--- src/sv/b64d_pkg.sv ---
package b64d_pkg;

  localparam int COUNT_WIDTH_DEF = 16;
  localparam int CAP_W           = 16;
  localparam int CHAR_W          = 8;
  localparam int BYTE_W          = 8;
  localparam int STAT_W          = 3;
  localparam int BC_W            = 16;
  localparam int S_TDATA_W       = 8;
  localparam int M_TDATA_W       = 32;
  localparam int CFG_IDX_W       = 1;
  localparam int CFG_DATA_W      = 16;
  localparam int QUEUE_DEPTH     = 2;

  localparam logic [CAP_W-1:0]  CAPACITY_RST = 16'hffff;
  localparam logic [CHAR_W-1:0] NUL_CHAR     = 8'd0;
  localparam logic [CHAR_W-1:0] PAD_CHAR     = 8'd61;

  localparam logic [CFG_IDX_W-1:0] CFG_CAPACITY   = 1'b0;
  localparam logic [CFG_IDX_W-1:0] CFG_COUNT_ONLY = 1'b1;

  localparam logic [STAT_W-1:0] ST_OK         = 3'd0;
  localparam logic [STAT_W-1:0] ST_BAD_CHAR   = 3'd1;
  localparam logic [STAT_W-1:0] ST_CAPACITY   = 3'd2;
  localparam logic [STAT_W-1:0] ST_BAD_PAD    = 3'd3;
  localparam logic [STAT_W-1:0] ST_LEFTOVER   = 3'd4;
  localparam logic [STAT_W-1:0] ST_INCOMPLETE = 3'd5;

  typedef enum logic [1:0] {
    KIND_END  = 2'd0,
    KIND_PAD  = 2'd1,
    KIND_DATA = 2'd2,
    KIND_BAD  = 2'd3
  } kind_t;

  typedef struct packed {
    kind_t      kind;
    logic [5:0] sextet;
  } entry_t;

  typedef enum logic [2:0] {
    PM_DECODE = 3'b001,
    PM_AWAIT  = 3'b010,
    PM_TAIL   = 3'b100
  } pad_state_t;

  function automatic logic is_space(logic [CHAR_W-1:0] c);
    return (c >= 8'd9 && c <= 8'd13) || c == 8'd32;
  endfunction

  // {valid, value}
  function automatic logic [6:0] sextet_of(logic [CHAR_W-1:0] c);
    logic [6:0] r;
    r = 7'd0;
    if (c >= 8'd65 && c <= 8'd90) begin
      r = {1'b1, 6'(c - 8'd65)};
    end else if (c >= 8'd97 && c <= 8'd122) begin
      r = {1'b1, 6'(c - 8'd71)};
    end else if (c >= 8'd48 && c <= 8'd57) begin
      r = {1'b1, 6'(c + 8'd4)};
    end else if (c == 8'd43) begin
      r = {1'b1, 6'd62};
    end else if (c == 8'd47) begin
      r = {1'b1, 6'd63};
    end
    return r;
  endfunction

endpackage

--- src/sv/b64d_front.sv ---
module b64d_front (
  input  logic                                  s_tvalid,
  output logic                                  s_tready,
  input  logic [b64d_pkg::S_TDATA_W-1:0]        s_tdata,
  input  logic                                  q_full,
  output logic                                  q_push,
  output b64d_pkg::entry_t                      q_entry
);

  logic [6:0] sx;

  always_comb begin
    sx = b64d_pkg::sextet_of(s_tdata);
    q_entry.sextet = sx[5:0];
    if (s_tdata == b64d_pkg::NUL_CHAR) begin
      q_entry.kind = b64d_pkg::KIND_END;
    end else if (s_tdata == b64d_pkg::PAD_CHAR) begin
      q_entry.kind = b64d_pkg::KIND_PAD;
    end else if (sx[6]) begin
      q_entry.kind = b64d_pkg::KIND_DATA;
    end else begin
      q_entry.kind = b64d_pkg::KIND_BAD;
    end
  end

  // whitespace never touches decoder state: dropped here
  assign s_tready = !q_full;
  assign q_push   = s_tvalid && !q_full && !b64d_pkg::is_space(s_tdata);

endmodule

--- src/sv/b64d_queue.sv ---
module b64d_queue (
  input  logic             clk,
  input  logic             rst,
  input  logic             push,
  input  b64d_pkg::entry_t push_entry,
  output logic             full,
  input  logic             pop,
  output logic             valid,
  output b64d_pkg::entry_t head
);

  localparam int PTR_W = (b64d_pkg::QUEUE_DEPTH > 1) ? $clog2(b64d_pkg::QUEUE_DEPTH) : 1;
  localparam int CNT_W = $clog2(b64d_pkg::QUEUE_DEPTH + 1);
  localparam logic [PTR_W-1:0] LAST_PTR = PTR_W'(b64d_pkg::QUEUE_DEPTH - 1);
  localparam logic [CNT_W-1:0] DEPTH_C  = CNT_W'(b64d_pkg::QUEUE_DEPTH);

  b64d_pkg::entry_t slots [b64d_pkg::QUEUE_DEPTH];
  logic [PTR_W-1:0] wr_ptr;
  logic [PTR_W-1:0] rd_ptr;
  logic [CNT_W-1:0] count;

  assign full  = (count == DEPTH_C);
  assign valid = (count != '0);
  assign head  = slots[rd_ptr];

  always_ff @(posedge clk) begin
    if (push) begin
      slots[wr_ptr] <= push_entry;
    end
  end

  always_ff @(posedge clk) begin
    if (rst) begin
      wr_ptr <= '0;
      rd_ptr <= '0;
      count  <= '0;
    end else begin
      if (push) begin
        wr_ptr <= (wr_ptr == LAST_PTR) ? '0 : wr_ptr + 1'b1;
      end
      if (pop) begin
        rd_ptr <= (rd_ptr == LAST_PTR) ? '0 : rd_ptr + 1'b1;
      end
      if (push && !pop) begin
        count <= count + 1'b1;
      end else if (pop && !push) begin
        count <= count - 1'b1;
      end
    end
  end

endmodule

--- src/sv/b64d_back.sv ---
module b64d_back #(
  parameter int COUNT_WIDTH = b64d_pkg::COUNT_WIDTH_DEF
) (
  input  logic                              clk,
  input  logic                              rst,
  input  logic                              q_valid,
  input  b64d_pkg::entry_t                  q_head,
  output logic                              q_pop,
  input  logic [b64d_pkg::CAP_W-1:0]        capacity,
  input  logic                              count_only,
  output logic                              m_tvalid,
  input  logic                              m_tready,
  output logic [b64d_pkg::M_TDATA_W-1:0]    m_tdata,
  output logic                              m_tuser,
  output logic                              m_tlast
);

  localparam int CMP_W = ((COUNT_WIDTH > b64d_pkg::CAP_W) ? COUNT_WIDTH : b64d_pkg::CAP_W) + 1;
  localparam int PAY_W = b64d_pkg::BC_W + b64d_pkg::STAT_W + b64d_pkg::BYTE_W;

  logic [1:0]                    phase, phase_next;
  b64d_pkg::pad_state_t          pad, pad_next;
  logic [7:0]                    partial, partial_next;
  logic [COUNT_WIDTH-1:0]        out_count, out_count_next, count_bump;
  logic [b64d_pkg::STAT_W-1:0]   err, err_next;

  logic                          step;
  logic                          emit, emit_status;
  logic [7:0]                    emit_byte;
  logic [b64d_pkg::STAT_W-1:0]   final_err;
  logic [CMP_W-1:0]              need_ext, cap_ext;
  logic                          cap_fail;

  logic                          out_user;
  logic [b64d_pkg::BYTE_W-1:0]   out_byte;
  logic [b64d_pkg::STAT_W-1:0]   out_status;
  logic [b64d_pkg::BC_W-1:0]     out_bc;

  assign step  = q_valid && (!m_tvalid || m_tready);
  assign q_pop = step;

  // phases 1 and 2 store a byte now and another before the quantum ends
  assign need_ext   = CMP_W'(out_count) + CMP_W'(phase == 2'd1 || phase == 2'd2);
  assign cap_ext    = CMP_W'(capacity);
  assign cap_fail   = !count_only && (need_ext >= cap_ext);
  assign count_bump = (&out_count) ? out_count : out_count + 1'b1;

  always_comb begin
    phase_next     = phase;
    pad_next       = pad;
    partial_next   = partial;
    out_count_next = out_count;
    err_next       = err;
    emit           = 1'b0;
    emit_status    = 1'b0;
    emit_byte      = 8'd0;
    final_err      = err;
    if (step) begin
      if (q_head.kind == b64d_pkg::KIND_END) begin
        if (err == b64d_pkg::ST_OK) begin
          unique case (pad)
            b64d_pkg::PM_DECODE: begin
              if (phase != 2'd0) final_err = b64d_pkg::ST_INCOMPLETE;
            end
            b64d_pkg::PM_AWAIT: final_err = b64d_pkg::ST_BAD_PAD;
            b64d_pkg::PM_TAIL: begin
              if (!count_only && partial != 8'd0) final_err = b64d_pkg::ST_LEFTOVER;
            end
            default: final_err = err;
          endcase
        end
        emit           = 1'b1;
        emit_status    = 1'b1;
        phase_next     = 2'd0;
        pad_next       = b64d_pkg::PM_DECODE;
        partial_next   = 8'd0;
        out_count_next = '0;
        err_next       = b64d_pkg::ST_OK;
      end else if (err == b64d_pkg::ST_OK) begin
        unique case (pad)
          b64d_pkg::PM_AWAIT: begin
            if (q_head.kind == b64d_pkg::KIND_PAD) pad_next = b64d_pkg::PM_TAIL;
            else err_next = b64d_pkg::ST_BAD_PAD;
          end
          b64d_pkg::PM_TAIL: err_next = b64d_pkg::ST_BAD_PAD;
          b64d_pkg::PM_DECODE: begin
            unique case (q_head.kind)
              b64d_pkg::KIND_PAD: begin
                if (phase == 2'd2) pad_next = b64d_pkg::PM_AWAIT;
                else if (phase == 2'd3) pad_next = b64d_pkg::PM_TAIL;
                else err_next = b64d_pkg::ST_BAD_PAD;
              end
              b64d_pkg::KIND_BAD: err_next = b64d_pkg::ST_BAD_CHAR;
              b64d_pkg::KIND_DATA: begin
                if (cap_fail) begin
                  err_next = b64d_pkg::ST_CAPACITY;
                end else begin
                  phase_next = phase + 2'd1;
                  case (phase)
                    2'd0: partial_next = {q_head.sextet, 2'b00};
                    2'd1: begin
                      emit_byte    = partial | {6'd0, q_head.sextet[5:4]};
                      partial_next = {q_head.sextet[3:0], 4'd0};
                    end
                    2'd2: begin
                      emit_byte    = partial | {4'd0, q_head.sextet[5:2]};
                      partial_next = {q_head.sextet[1:0], 6'd0};
                    end
                    default: begin
                      emit_byte    = partial | {2'd0, q_head.sextet};
                      partial_next = 8'd0;
                    end
                  endcase
                  if (phase != 2'd0) begin
                    out_count_next = count_bump;
                    emit           = !count_only;
                  end
                end
              end
              default: err_next = err;
            endcase
          end
          default: err_next = err;
        endcase
      end
    end
  end

  always_ff @(posedge clk) begin
    if (rst) begin
      phase     <= 2'd0;
      pad       <= b64d_pkg::PM_DECODE;
      partial   <= 8'd0;
      out_count <= '0;
      err       <= b64d_pkg::ST_OK;
      m_tvalid  <= 1'b0;
    end else begin
      phase     <= phase_next;
      pad       <= pad_next;
      partial   <= partial_next;
      out_count <= out_count_next;
      err       <= err_next;
      if (step) begin
        m_tvalid <= emit;
      end else if (m_tready) begin
        m_tvalid <= 1'b0;
      end
    end
  end

  always_ff @(posedge clk) begin
    if (step && emit) begin
      out_user   <= emit_status;
      out_byte   <= emit_status ? 8'd0 : emit_byte;
      out_status <= emit_status ? final_err : b64d_pkg::ST_OK;
      out_bc     <= emit_status ? b64d_pkg::BC_W'(out_count) : '0;
    end
  end

  assign m_tuser = out_user;
  assign m_tlast = out_user;
  assign m_tdata = {{(b64d_pkg::M_TDATA_W - PAY_W){1'b0}}, out_bc, out_status, out_byte};

endmodule

--- src/sv/base64_decoder_validating.sv ---
// Validating Base64 decoder, one character per input word, a zero character
// ends the string and yields a status word (tuser = tlast = 1) carrying the
// error code and byte count. Sustained rate is one input word per cycle while
// m_tready is high; the front end classifies each character and drops
// whitespace, a two-entry queue decouples it from the back end, which retires
// one queued character per cycle unless its single output register is held by
// m_tready low. Words pass the queue, then the output register. Configuration
// writes take effect at the next edge and should be done between strings.
module base64_decoder_validating #(
  parameter int COUNT_WIDTH = b64d_pkg::COUNT_WIDTH_DEF
) (
  input  logic                               clk,
  input  logic                               rst,
  input  logic                               s_tvalid,
  output logic                               s_tready,
  input  logic [b64d_pkg::S_TDATA_W-1:0]     s_tdata,   // [7:0] char_code
  output logic                               m_tvalid,
  input  logic                               m_tready,
  output logic [b64d_pkg::M_TDATA_W-1:0]     m_tdata,   // [7:0] data_byte, [10:8] status,
                                                        // [26:11] byte_count, rest zero
  output logic                               m_tuser,   // is_status
  output logic                               m_tlast,
  input  logic                               cfg_we,
  input  logic [b64d_pkg::CFG_IDX_W-1:0]     cfg_index,
  input  logic [b64d_pkg::CFG_DATA_W-1:0]    cfg_data
);

  logic [b64d_pkg::CAP_W-1:0] capacity;
  logic                       count_only;

  logic             q_push, q_full, q_pop, q_valid;
  b64d_pkg::entry_t q_entry, q_head;

  always_ff @(posedge clk) begin
    if (rst) begin
      capacity   <= b64d_pkg::CAPACITY_RST;
      count_only <= 1'b0;
    end else if (cfg_we) begin
      unique case (cfg_index)
        b64d_pkg::CFG_CAPACITY:   capacity   <= cfg_data[b64d_pkg::CAP_W-1:0];
        b64d_pkg::CFG_COUNT_ONLY: count_only <= cfg_data[0];
        default: ;
      endcase
    end
  end

  b64d_front u_front (
    .s_tvalid (s_tvalid),
    .s_tready (s_tready),
    .s_tdata  (s_tdata),
    .q_full   (q_full),
    .q_push   (q_push),
    .q_entry  (q_entry)
  );

  b64d_queue u_queue (
    .clk        (clk),
    .rst        (rst),
    .push       (q_push),
    .push_entry (q_entry),
    .full       (q_full),
    .pop        (q_pop),
    .valid      (q_valid),
    .head       (q_head)
  );

  b64d_back #(
    .COUNT_WIDTH (COUNT_WIDTH)
  ) u_back (
    .clk        (clk),
    .rst        (rst),
    .q_valid    (q_valid),
    .q_head     (q_head),
    .q_pop      (q_pop),
    .capacity   (capacity),
    .count_only (count_only),
    .m_tvalid   (m_tvalid),
    .m_tready   (m_tready),
    .m_tdata    (m_tdata),
    .m_tuser    (m_tuser),
    .m_tlast    (m_tlast)
  );

endmodule

--- config.mk ---
export PLATFORM = sky130hd
export DESIGN_NAME = base64_decoder_validating
export DESIGN_NICKNAME = d
export VERILOG_FILES = /design/src/sv/b64d_pkg.sv /design/src/sv/b64d_front.sv /design/src/sv/b64d_queue.sv /design/src/sv/b64d_back.sv /design/src/sv/base64_decoder_validating.sv
export SDC_FILE = /design/constraint.sdc
export NUM_CORES = 1
export LEC_CHECK = 0
export BUFFER_PORTS_ARGS = -buffer_cell sky130_fd_sc_hd__buf_2
export CELL_PAD_IN_SITES_DETAIL_PLACEMENT = 0
export CELL_PAD_IN_SITES_GLOBAL_PLACEMENT = 1
export CORE_UTILIZATION = 41
export CTS_BUF_LIST = sky130_fd_sc_hd__clkbuf_16
export DETAILED_ROUTE_END_ITERATION = 12
export GPL_TIMING_DRIVEN = 0
export HOLD_SLACK_MARGIN = 0.06
export PLACE_DENSITY_LB_ADDON = 0.1
export SLEW_MARGIN = 40
export SYNTH_ARGS = -nofsm -noshare
export SYNTH_HDL_FRONTEND = slang
export SYNTH_HIERARCHICAL = 1
export SYNTH_SLANG_ARGS = --single-unit
--- constraint.sdc ---
create_clock -name clk -period 3.7 [get_ports clk]
set_input_delay 0.37 -clock clk [delete_from_list [all_inputs] [get_ports clk]]
set_output_delay 0.37 -clock clk [all_outputs]
set_load 0.01 [all_outputs]
; Word level (Yosys, flattened, before mapping)
; Memories as Yosys holds them, arrays and structs flattened. A register that Yosys moved wholly into a read port is not among the register bits.
; Cells that the tools add are included.
[word_totals]
regBits = 82
ram_bits = 16
inputBits = 30
out_inout_bits = 36
word_cells = 178
n_memories = 1
[classes]
addsub = 10
n_lt_le_gt_ge = 9
n_eq_ne = 24
muxes = 67
n_bitwise = 8
n_reduce_logical = 44
[memory_table]
columns = memory, words, word_bits, read_ports, rd_ports_with_merged_regs, wr, line_no
row1 = u_queue.slots, 2, 8, 1, 1, 1, b64d_queue.sv:17  ; b64d_pkg::entry_t slots [b64d_pkg::QUEUE_DEPTH];
[ops]
columns = operator, count
row1 = $mux 16, 7
row2 = $mux 3, 17
row3 = $pmux 8 s3, 2
row4 = $mux 8, 5
row5 = $mux 7, 5
row6 = $eq 8x6->1 const B, 4
row7 = $pmux 3 s3, 3
row8 = $mux 1, 18
row9 = $mux 2, 9
row10 = $add 16x1->17, 1
row11 = $ge 17x16->1, 1
row12 = $add 16x1->16 const B, 1
row13 = $ge 8x7->1 const B, 2
row14 = $le 8x7->1 const B, 2
row15 = $reduce_and 16->1, 1
row16 = $reduce_bool 2->1, 8
row17 = $logic_and 1x1->1, 12
row18 = $eq 2x2->1 const B, 5
row19 = $ge 8x4->1 const B, 1
row20 = $ge 8x6->1 const B, 1
row21 = $le 8x4->1 const B, 1
row22 = $le 8x6->1 const B, 1
row23 = $logic_not 8->1, 1
row24 = $ne 4x3->1 const B, 2
row25 = other kinds (34), 52

; Depth between registers and ports, before layout
[logic_depth]
depth_word = 12
mapped_depth = 16
mapped_depth_nobuf = 15

; Hierarchy
; Netlist, hierarchy kept.
[modules_own_cells]
columns = module, instances, cells_per_inst, area_each_um2, seq_area_each_um2
row1 = b64d_back, 1, 392, 3622.2, 1441.4
row2 = b64d_queue, 1, 47, 785.8, 580.6
row3 = base64_decoder_validating, 1, 75, 705.7, 340.3
row4 = b64d_front, 1, 92, 640.6, 0.0

; Worst setup path before layout
; No wires, ideal clock.
[synth_timing]
path_kind = reg-to-reg
from = register u_back.phase[0]
to = register u_back.out_user (netlist: u_back/m_tlast), enable pin
setup_time_ns = 0.385
arrival_ns = 3.548
required_time_ns = 3.315
setup_slack_ns = -0.233
stages_incl_launch_ff = 16
n_path_buf = 0
synth_period_minus_slack_ns = 3.933
cell_sequence = dfxtp_1 > inv_1 > ha_1 > ha_1 > ha_1 > nand4_1 > nor2_1 > and3_1 > xor2_1 > ha_1 > a21oi_1 > o21a_1 > o221ai_1 > a22oi_1 > nand4_1 > nand2_1
[synth_between]
elab_chain_len = 12
elab_cells_between_ends = 15
classes_between = 1 x add/sub / 1 x order compare / 2 x eq/ne / 7 x mux / 4 x reduce/logical
[synth_rtl]
columns = item, line_no
row1 = "start, declared", b64d_back.sv:21  ; logic [1:0] phase, phase_next;
row2 = "start signal, assigned", b64d_back.sv:138  ; phase <= phase_next;
row3 = $eq 2x1->1 / $eq 2x2->1 (equally long branches), b64d_back.sv:43  ; assign need_ext = CMP_W'(out_count) + CMP_W'(phase == 2'd1 || phase == 2'd2);
row4 = $logic_or 1x1->1, b64d_back.sv:43
row5 = $add 16x1->17, b64d_back.sv:43
row6 = $ge 17x16->1, b64d_back.sv:45  ; assign cap_fail = !count_only && (need_ext >= cap_ext);
row7 = $logic_and 1x1->1, b64d_back.sv:45
row8 = $mux 1 (*), b64d_back.sv:95  ; if (cap_fail) begin
row9 = $mux 1 (*), b64d_back.sv:87  ; unique case (q_head.kind)
row10 = $mux 1 (*), b64d_back.sv:80  ; unique case (pad)
row11 = $mux 1 (*), b64d_back.sv:79  ; end else if (err == b64d_pkg::ST_OK) begin
row12 = $mux 1 (*), b64d_back.sv:59  ; if (q_head.kind == b64d_pkg::KIND_END) begin
row13 = $mux 1 (*), b64d_back.sv:58  ; if (step) begin
row14 = $logic_and 1x1->1 (*), b64d_back.sv:152  ; if (step && emit) begin
row15 = "end signal, assigned", b64d_back.sv:153  ; out_user <= emit_status;
row16 = "end, declared", b64d_back.sv:34  ; logic out_user;
; Every way passes the cells marked *; elsewhere a longest branch is shown, timed or not.
; A chain may end at the register's enable or synchronous reset.

; Worst setup path in the final report
[layout_timing]
from = register u_back.phase[1]
to = register u_back.out_count[11]
[layout_between]
elab_chain_len = 7
elab_cells_between_ends = 10
classes_between = 1 x add/sub / 1 x order compare / 3 x eq/ne / 5 x reduce/logical
[layout_rtl]
columns = item, line_no
row1 = $eq 2x1->1 / $eq 2x2->1 (equally long branches), b64d_back.sv:43
row2 = $logic_or 1x1->1, b64d_back.sv:43
row3 = $add 16x1->17, b64d_back.sv:43
row4 = $ge 17x16->1, b64d_back.sv:45
row5 = $logic_and 1x1->1, b64d_back.sv:45
row6 = $ne 2x2->1 (no line), --
row7 = $reduce_and 7->1 (no line) (*), --
row8 = "end signal, assigned", b64d_back.sv:141  ; out_count <= out_count_next;
row9 = "end, declared", b64d_back.sv:24  ; logic [COUNT_WIDTH-1:0] out_count, out_count_next, count_bump;
; Marks and branches as above.

==> run metrics <==
Mapped Cells=606; Post-synth ARST share=0%; root buffer cell=clkbuf_16; Skew-Pair Late Insertion Delay=0.34 ns; Final nets=between 700 and 800; GRT Residual Overflow=0; CTS Buf Count=9; drt pass-1 iters=8; final hold violations=0; vias in the first global route=4,299; GP Congestion=approximately 0.85; VDD IR-drop max=0.227 mV; PortBufs=60; layout cells sized above 1=between 20% and 30%; CP Cell Sequence=inv_2 -> ha_4 -> ha_4 -> ha_4 -> nand4_1 -> nor2_1 -> and3_1 -> xor2_1 -> ha_1 -> a21oi_2 -> o21a_1 -> o221ai_2 -> a221o_2 -> buf_12 -> buf_8 -> a2111o_1 -> nand2_1; Period minus WS final=3.70 ns; die height=120 um; row cnt=42; CP peak stage delay=0.48 ns; Layout area overhead=21.0%; R2R Path End=u_back/out_count[11]$_SDFFE_PP0P_; max frequency=0.270 GHz; sequential share of the synthesized area=41.1%; Max-Cap Viols=0; r2r setup slk=-0.001 ns; clk_skew=0.00623 ns; clock slew at reported path FFs=0.06 ns; WP data required=approximately 4.0 ns; failing checks=setup timing; crit path launch=u_back/phase[1]$_SDFFE_PP0P_; status=complete, but fails checks; leading area contributor after synthesis=edfxtp_1; # DRC=0; CTS tree=yes; WL/cell=15.7 um; first-pass GRT wire length=21,900 um; antenna violations before repair=0; Critical Path Sink=u_back/out_count[11]$_SDFFE_PP0P_; worst reg2reg path depth=17; Netlist cell types=75; WP buf/inv=3; Final setup viols=1; RSZ-0062 raised after global routing=yes; hpwl dp=slightly below 10,000 um; cts hold-fix bufs=0; Avg Vias per Cell=approximately 5.4; Leak=0.00290 uW; largest net degree at the start of global routing=29; htree depth=3; Detailed Route WL=13,800 um; core footprint=13,500 um^2; total chip power=approximately 3000 uW; WP depth=17; # diodes=0; cell family with the largest share of critical-path delay=compound AO/OA/AOI/OAI gates; top_reg_cell synth=dfxtp_1; CTS Sinks=96; #FFs+latches synth=96; vias=4,756; initial core utilization=42.8%; Max FO, Critical Path=5; Worst Setup End Kind=flip-flop; Crit-path slowest cell=a221o_2; post-synth top area share=roughly 23%; I/O pin count=66; Post-Syn Area=5750 um^2; Worst Tran Pin Value=1.11 ns; Tot GR Track Use=19.2%; r2r startpoint=u_back/phase[1]$_SDFFE_PP0P_; setup TNS=-0.00141 ns; clock tree buffer depth=2; Min-Delay Path Depth=3; synthesized area per cell=9.50 um^2; number of enable flip-flop cells after synthesis=44; Final ANT Viol Nets=0; post-route clock period utilization=100%; Area contributors post-synth=edfxtp_1, dfxtp_1, ha_1, mux2i_1, nor2_1; Worst Path Arrival=3.98 ns; relative slew slack=roughly a quarter; Crit Path Category=flip-flop to flip-flop; Syn. warnings=6; Die ar.=roughly 15,000 um^2; final setup margin=-0.00141 ns; number of DRC markers in iteration 0=331; Final Max Slew Viols=0; Top cell by count, worst path=ha_4; Startpoint Class=flip-flop; DIE WIDTH=between 100 and 150 um; Worst Hold Class=input pin to flip-flop; PD cells=between 400 and 500 nW/um^2
## worst min-delay path: cells and delay by family
family                 cells  cell delay (ns)
buffers and inverters      1             0.07
muxes                      1             0.10
and+or+nand+nor            1             0.03
## final cells by class
class / instances / area [um^2]
Fill cell: 1294 / 6490
Multi-Input combinational cell: 447 / 3260
Sequential cell: 96 / 2370
Timing Repair Buffer: 80 / 488
Clock buffer: 9 / 225
Tap cell: 176 / 220
Buffer: 36 / 219
Inverter: 31 / 116
Clock inverter: 7 / 65.1
## sequential cells by signal, summed over array words and instances, names as in the netlist, named ones only
name               flops
u_back/m_tvalid        1
u_back/m_tlast         1
u_back/out_bc         16
u_back/partial         6
u_back/phase           2
u_back/out_count      16
u_queue/count          2
u_queue/rd_ptr         1
u_back/out_byte        8
u_queue/slots         16
u_back/out_status      3
capacity              16
count_only             1
u_queue/wr_ptr         1
u_back/err             2
u_back/pad             3
## cell families after synthesis
family	synth area share, %
and+or+nand+nor	20.9
AOI/OAI and AO/OA	14.5
DFF	41.1
buffers and inverters	5.85
muxes	6.98
adders and majority gates	7.39
xor gates and xnor gates	3.20
other	0.0652
## metal layers
layer | up-vias | track usage [%] | wire [um] | share of wire, %
met3 | 8 | 2.31 | 737 | 5.3
met2 | 167 | 28.6 | 6120 | 44
met5 | - | 0 | 0 | 0
met4 | 0 | 7.79 | 133 | 0.96
li1 | 2375 | - | - | -
met1 | 2206 | 28.1 | 6830 | 49
## cell usage in the layout (no fill, tap or decap), drive strengths merged, types with 4 or more instances in the layout
cell type,n
a22oi,6
a21oi,30
nor2,65
nand2b,7
clkbuf,23
buf,102
o21a,4
conb,5
or3,9
xnor2,12
o21ai,17
inv,33
nor3b,4
nor3,23
mux2i,30
nor2b,5
o2111ai,5
and2,21
nand3,18
dfxtp,52
xor2,9
a211oi,6
a31oi,4
nand2,48
edfxtp,44
and3,6
ha,34
mux2,9
nand4,10
and4,4
a2111o,8
## per-stage QoR
stage / worst slack, ns / hold WS, ns / std cells / instance area (um^2) / utilization [%]
after floorplan: 0.00524 / 0.439 / 610 / 5770 / -
after global placement: -0.665 / 0.462 / 846 / 6290 / 46.8
after detailed placement: -0.789 / 0.469 / 846 / 6290 / 46.8
after CTS: 0.0189 / 0.268 / 871 / 6810 / 50.6
after global routing: -0.122 / 0.285 / 882 / 6960 / 51.8
final: -0.00141 / 0.282 / 882 / 6960 / 51.8
## where the power goes
part	leakage, uW	internal, uW	switching (uW)
Combinational	0.00195	378	483
Sequential	0.000809	1230	59.2
Clock	0.000142	518	387
Total	0.00290	2130	930
## how the worst min path moves through the flow
stage	to	slack (ns)	from
6_report	capacity[2]$_SDFFE_PP1P_	0.28	cfg_data[2]
5_1_grt	capacity[15]$_SDFFE_PP1P_	0.29	cfg_data[15]
4_1_cts	capacity[3]$_SDFFE_PP1P_	0.27	cfg_data[3]
3_5_place_dp	u_back/partial[4]$_SDFFE_PP0P_	0.47	u_back/partial[4]$_SDFFE_PP0P_
3_3_place_gp	u_back/partial[4]$_SDFFE_PP0P_	0.46	u_back/partial[4]$_SDFFE_PP0P_
2_1_floorplan	u_queue/count[1]$_SDFFE_PP0P_	0.44	rst
## Yosys cell counts, types with 3 or more instances
cell type,n
nor2_1,63
nand2b_1,7
nor3_1,22
mux2i_1,30
nand4_1,10
a22oi_1,6
nand2_1,46
a21oi_1,28
nor3b_1,3
o21ai_0,14
or3_1,9
mux2_2,9
and2_1,21
nor4b_1,3
a31oi_1,4
nand3_1,18
o21a_1,4
ha_1,34
a21o_1,3
o21ai_1,3
and3_1,6
xnor2_1,12
buf_6,3
buf_2,10
a2111o_1,8
clkbuf_1,15
inv_1,30
edfxtp_1,44
a211oi_1,6
a22o_1,3
dfxtp_1,52
o2111ai_1,5
buf_4,7
xor2_1,9
or2_2,3
nor2b_1,4
## what timing repair did
action,CTS,global route
gates cloned,1,2
setup endpoints to repair,62,53
resized for setup,23,18
pin swaps,6,21
buffers inserted,9,10
Power figures use the tool's default switching activity.
